[src/hw/rtl/dmpt_pkg.sv]
// dmpt_pkg: shared types and constants of the direct-mapped position table
// used by dmpt_ctrl, dmpt_datapath and direct_mapped_position_table
`timescale 1ns / 1ps

package dmpt_pkg;

  localparam int TABLE_BITS = 16;
  localparam int GEN_BITS   = 8;
  localparam int MOVE_BITS  = 16;
  localparam int KEY_BITS   = 64;
  localparam int SCORE_BITS = 16;
  localparam int DEPTH_BITS = 8;
  localparam int BOUND_BITS = 8;
  localparam int COUNT_BITS = TABLE_BITS + 1;
  localparam int IBITS_W    = 5;
  localparam int TBL_SIZE   = 1 << TABLE_BITS;

  typedef logic [TABLE_BITS-1:0] tbl_addr_t;

  // request codes
  localparam logic [2:0] REQ_STORE   = 3'd0;
  localparam logic [2:0] REQ_PROBE   = 3'd1;
  localparam logic [2:0] REQ_NEXTGEN = 3'd2;
  localparam logic [2:0] REQ_CLEAR   = 3'd3;
  localparam logic [2:0] REQ_COUNT   = 3'd4;

  typedef struct packed {
    logic [KEY_BITS-1:0]   key;
    logic [MOVE_BITS-1:0]  mv;
    logic [SCORE_BITS-1:0] score;
    logic [DEPTH_BITS-1:0] depth;
    logic [BOUND_BITS-1:0] bound;
    logic [GEN_BITS-1:0]   gen;
  } entry_t;

  typedef enum logic [2:0] {
    ST_INIT,
    ST_IDLE,
    ST_READ,
    ST_EVAL,
    ST_ZERO,
    ST_SCAN,
    ST_DRAIN
  } state_t;

  typedef struct packed {
    logic load_req;
    logic gen_inc;
    logic gen_clr;
    logic req_rd;
    logic req_eval;
    logic scan_rd;
    logic zero_wr;
    logic sweep_emit;
  } ctrl_cmd_t;

  typedef struct packed {
    logic sweep_last;
    logic gen_wraps;
  } dp_status_t;

endpackage

[src/hw/rtl/dmpt_ctrl.sv]
// dmpt_ctrl: request sequencer of the position table
// depends on dmpt_pkg; drives dmpt_datapath through ctrl_cmd_t
`timescale 1ns / 1ps

module dmpt_ctrl import dmpt_pkg::*; (
  input  logic       clk,
  input  logic       rst,
  input  logic       start,
  input  logic [2:0] req_type,
  input  dp_status_t status,
  output logic       busy,
  output ctrl_cmd_t  cmd
);

  state_t state;
  state_t state_next;
  logic   accept;

  assign busy   = !((state == ST_IDLE) || (state == ST_EVAL));
  assign accept = start && !busy;

  always_ff @(posedge clk) begin
    if (rst) begin
      state <= ST_INIT;
    end else begin
      state <= state_next;
    end
  end

  // next state
  always_comb begin
    state_next = state;
    case (state)
      ST_INIT: begin
        if (status.sweep_last) state_next = ST_IDLE;
      end
      ST_IDLE, ST_EVAL: begin
        state_next = ST_IDLE;
        if (accept) begin
          case (req_type)
            REQ_CLEAR: state_next = ST_ZERO;
            REQ_COUNT: state_next = ST_SCAN;
            REQ_NEXTGEN: begin
              state_next = status.gen_wraps ? ST_SCAN : ST_READ;
            end
            default: state_next = ST_READ;
          endcase
        end
      end
      ST_READ: state_next = ST_EVAL;
      ST_ZERO: begin
        if (status.sweep_last) state_next = ST_IDLE;
      end
      ST_SCAN: begin
        if (status.sweep_last) state_next = ST_DRAIN;
      end
      ST_DRAIN: state_next = ST_IDLE;
      default: state_next = ST_IDLE;
    endcase
  end

  // commands
  always_comb begin
    cmd            = '0;
    cmd.load_req   = accept;
    cmd.gen_inc    = accept && (req_type == REQ_NEXTGEN);
    cmd.gen_clr    = accept && (req_type == REQ_CLEAR);
    cmd.req_rd     = (state == ST_READ);
    cmd.req_eval   = (state == ST_EVAL);
    cmd.scan_rd    = (state == ST_SCAN);
    cmd.zero_wr    = (state == ST_ZERO) || (state == ST_INIT);
    cmd.sweep_emit = ((state == ST_ZERO) && status.sweep_last) || (state == ST_DRAIN);
  end

endmodule

[config.mk]
export PLATFORM = sky130hd
export DESIGN_NAME = dmpt_ctrl
export DESIGN_NICKNAME = d
export VERILOG_FILES = /design/src/hw/rtl/dmpt_pkg.sv /design/src/hw/rtl/dmpt_ctrl.sv
export SDC_FILE = /design/constraint.sdc
export NUM_CORES = 1
export LEC_CHECK = 0
export BUFFER_PORTS_ARGS = -buffer_cell sky130_fd_sc_hd__buf_2
export CAP_MARGIN = 10
export CELL_PAD_IN_SITES_DETAIL_PLACEMENT = 0
export CELL_PAD_IN_SITES_GLOBAL_PLACEMENT = 2
export CORE_MARGIN = 2
export CORE_UTILIZATION = 18
export CTS_BUF_LIST = sky130_fd_sc_hd__clkbuf_16
export DETAILED_ROUTE_END_ITERATION = 6
export PLACE_DENSITY = 0.68
export SLEW_MARGIN = 10
export SYNTH_ARGS = -nofsm -noshare
export SYNTH_HDL_FRONTEND = slang
export SYNTH_SLANG_ARGS = --single-unit
[constraint.sdc]
create_clock -name clk -period 1.05 [get_ports clk]
set_clock_uncertainty 0.15 [all_clocks]
set_input_delay 0.0525 -clock clk [delete_from_list [all_inputs] [get_ports clk]]
set_output_delay 0.0525 -clock clk [all_outputs]
set_load 0.02 [all_outputs]
Word-level counts from Yosys, hierarchy flattened
Index checks and enable logic that the tools add are counted.
Widths: inputs -> output; s select.
- equal/unequal tests: 11
- multiplexer cells: 6
- reduce and logical (&&, ||, !) cells: 12
- operator list (cell ; count):
    $eq 3x2->1 const B ; 4
    $eq 3x3->1 const B ; 4
    $mux 3 ; 4
    $pmux 3 s4 ; 1
    $pmux 3 s3 ; 1
    $logic_and 1x1->1 ; 4
    $reduce_or 2->1 ; 2
    $eq 3x1->1 const B ; 1
    $logic_not 3->1 ; 1
    $logic_or 1x1->1 ; 3
    $ne 2x1->1 const B ; 1
    $ne 2x2->1 const B ; 1
    $reduce_and 2->1 ; 1
    $logic_not 1->1 ; 1
- flip-flop bits (word level): 3
- input port bits: 8
- output and inout port bits: 9

Depth between registers and ports, before layout
- depth in word-level cells: 5
- mapped depth: 4
- depth with buffers taken out: 3

Worst setup path after synthesis
OpenSTA, ideal clock, no wires.
- path kind: register -> register
- start: register state[1]
- end: register state[1]
- setup time: 0.066 ns
- arrival: 1.231 ns
- required time: 0.834 ns
- path slack: -0.397 ns
- stages on the path, launching flop included: 4
- buffers on the path: 0
- period minus slack after synthesis: 1.447 ns
- cells stage by stage: dfxtp_1 -> nor3b_1 -> nor2_1 -> a21boi_2
- RTL lines (what ; line ; text):
    start, declared ; dmpt_ctrl.sv:15 ; state_t state;
    start signal, assigned ; dmpt_ctrl.sv:26 ; state <= state_next;

==> flow_summary.toml <==
[power_and_ir_drop]
ir_worst_vdd_v = 0.000654
seqPwrFrac = 0.139
clockPowerShare = 0.660
comb_power_share = 0.200
internal-power_uw = 708
leakagePower_uw = 0.000293
p_sw_frac = 0.212
powerDensity_nw_per_um2 = 1330
p_switching_uw = 190

[synthesis]
ys_types = 23
synth_top_area_share = 0.212
synth-seq-cells = 3
ys_warn_count = 0
syn-mean-instance-area_um2 = 8.57
synth_top_cell_by_area = "dfxtp_1"
ys.flop_type = "dfxtp_1"
yosysSeqAreaShare = 0.212
async_reset_ff_frac = 0
ys_top_cells_by_area = "dfxtp_1 (21%), nor3b_1 (8.0%), nand2b_1 (6.6%), nor2_1 (6.6%), a221oi_2 (5.3%)"
synth.most_common_cell = "nor2_1"
synth-edff-count = 0
synth_area_um2 = 283
synth_common_cells = "nor2_1 (5), dfxtp_1 (3), nand2b_1 (3), nor3b_1 (3)"
postSynthCellCount = 33
synthesis.nets = 41

[run_status]
outcome = "complete, but fails checks"
violations = "negative setup slack"

[detailed_routing]
num_vias = 372
drcViolationCount = 0
drtPass1Iterations = 4
routed_wl_um = 879
vias_per_cell = 4.71
route.detailed.wl_per_inst_um = 11.1
final_antenna_net_count = 0
drt-initial-drc-count = 2

[setup_path]
cp_max_fo = 3
crit_slowest_cell = "dfxtp_2"
required_ns = 0.85
path_class = "flop to primary output"
cp.buffers_inverters = 1
cp-end-kind = "primary output"
cp.arrival_ns = 1.14
crit_family = "simple AND/OR/NAND/NOR gates"
worstPathCellList = "and3b_2, and4b_2, buf_6"
worstSetupStartpointType = "flop"
rrSetupSlack_ns = -0.25
cpPeakStageDelay_ns = 0.32

[layout]
drive_gt1_frac = 0.746
num-fill-cells = 141
multiInputGateArea_um2 = 262
syn2layout_area_growth_pct = 138
ff_latch_area_um2 = 68.8
top_regs = "state: 3 flops"
largest_register_ffs = 3
top_register = "state"
fin_nets = 72
diodes = 0
finalInstanceArea_um2 = 673

[place]
post_dp_cell_area_um2 = 468
dpl_worst_slack_ns = -0.182
gp_congestion = 0.766
port_buffers = 16

[clocking]
clock_latency_ns = 0.22
clk_pin_slew_ns = 0.03
ctsHtreeMaxLevel = 1
root_buffer = "clkbuf_16"
cts_buffer_depth = 2
cts_tree = "done"
cts.sinks = 3
cts_buffers = 3

[sta]
final-setup-viol-count = 12
fin_crit_ns = 1.34
hold_violations = 0
rsz0062_at_grt = "yes"
timing.final.ws_setup_ns = -0.293
tightest_slew_ns = 0.258
fmaxAchievable_mhz = 744
maxSlewViolCount = 0
max_slew_margin = 0.826
min_period_over_period = 1.28

[die]
die_w_um = 43.6
die_h_um = 43.6
row_count = 14
die_area_um2 = 1900
start_util = 0.190
core_um2 = 1490
io_pins = 17

[global_routing]
met1_usage = 0.136
grt_usage = 0.118
grt_pass1_wl_um = 1580
overflow = 0
grt_pass1_vias = 407
top_usage_layer = "met2"
grt_max_degree = 7
grtUsageMet3 = 0.0375
grt_antenna_before_repair = 0
grt.met2_usage = 0.171

[run]
cap_violations = 0

[min_path]
hold_class = "input port to flop"
## routing by layer
layer | wire length (um) | vias to the layer above
met1 | 383 | 173
met2 | 429 | 12
met3 | 43 | 2
met4 | 22 | 0
met5 | 0 | -
li1 | - | 185
## layout by cell type, fill, tap and decap left out, drive strengths merged, types with 2 or more instances in the layout
cell type	n
nand2b	3
and3b	2
nor2	5
buf	27
clkbuf	3
dfxtp	3
nor3b	3
inv	2
## worst paths after layout
check                   startpoint                    end  cells past startpoint
min                            rst  state[1]$_SDFFE_PP0P_                      3
max reg2reg  state[0]$_SDFFE_PP0P_  state[0]$_SDFFE_PP0P_                      4
max          state[2]$_SDFFE_PP0P_                 cmd[5]                      3
min reg2reg  state[2]$_SDFFE_PP0P_  state[1]$_SDFFE_PP0P_                      3
## power groups by stage
stage / registers (uW) / logic (uW) / clock network [uW]
after floorplan: 131 / 73.5 / 0
after global placement: 129 / 135 / 0
after detailed placement: 129 / 135 / 0
after CTS: 125 / 175 / 597
after global routing: 126 / 195 / 608
final: 125 / 180 / 593
## metrics by stage
step           std cells  hold slack, ns  total power [uW]  TNS (ns)   util
6_report              79         0.00367               899     -2.57  0.452
4_1_cts               78         0.00410               897     -2.73  0.439
5_1_grt               79          0.0168               929     -3.05  0.452
2_1_floorplan         33         -0.0405               204    -0.486      -
3_5_place_dp          71          0.0939               263    -0.910  0.314
3_3_place_gp          71           0.101               264    -0.857  0.314
## kinds of logic after synthesis
logic type	count (synthesis)	share of synthesized area
buffers and inverters	3	0.0796
AO/OA/AOI/OAI	8	0.270
flip-flops	3	0.212
AND/OR/NAND/NOR	19	0.438
## worst register-to-register path: stages, from the launching register on
cell	delay (ns)
dfxtp_4	0.35
and3b_2	0.22
buf_4	0.15
buf_4	0.13
a221oi_2	0.20
## repair_timing
item | CTS | global route
gates resized for setup | 26 | 3
hold buffers | 1 | 0
setup buffers | 2 | 1
endpoints found under the setup margin | 12 | 12
pin swaps | 4 | 4
endpoints found under the hold margin | 1 | 0
## cell type report
class	count	area share
inverter	1	0.00558
clock buffer	3	0.112
sequential	3	0.102
tap	16	0.0297
clock inverter	1	0.00558
timing repair buffer	28	0.357
multi-input combinational	27	0.388
Power figures use the tool's default switching activity.
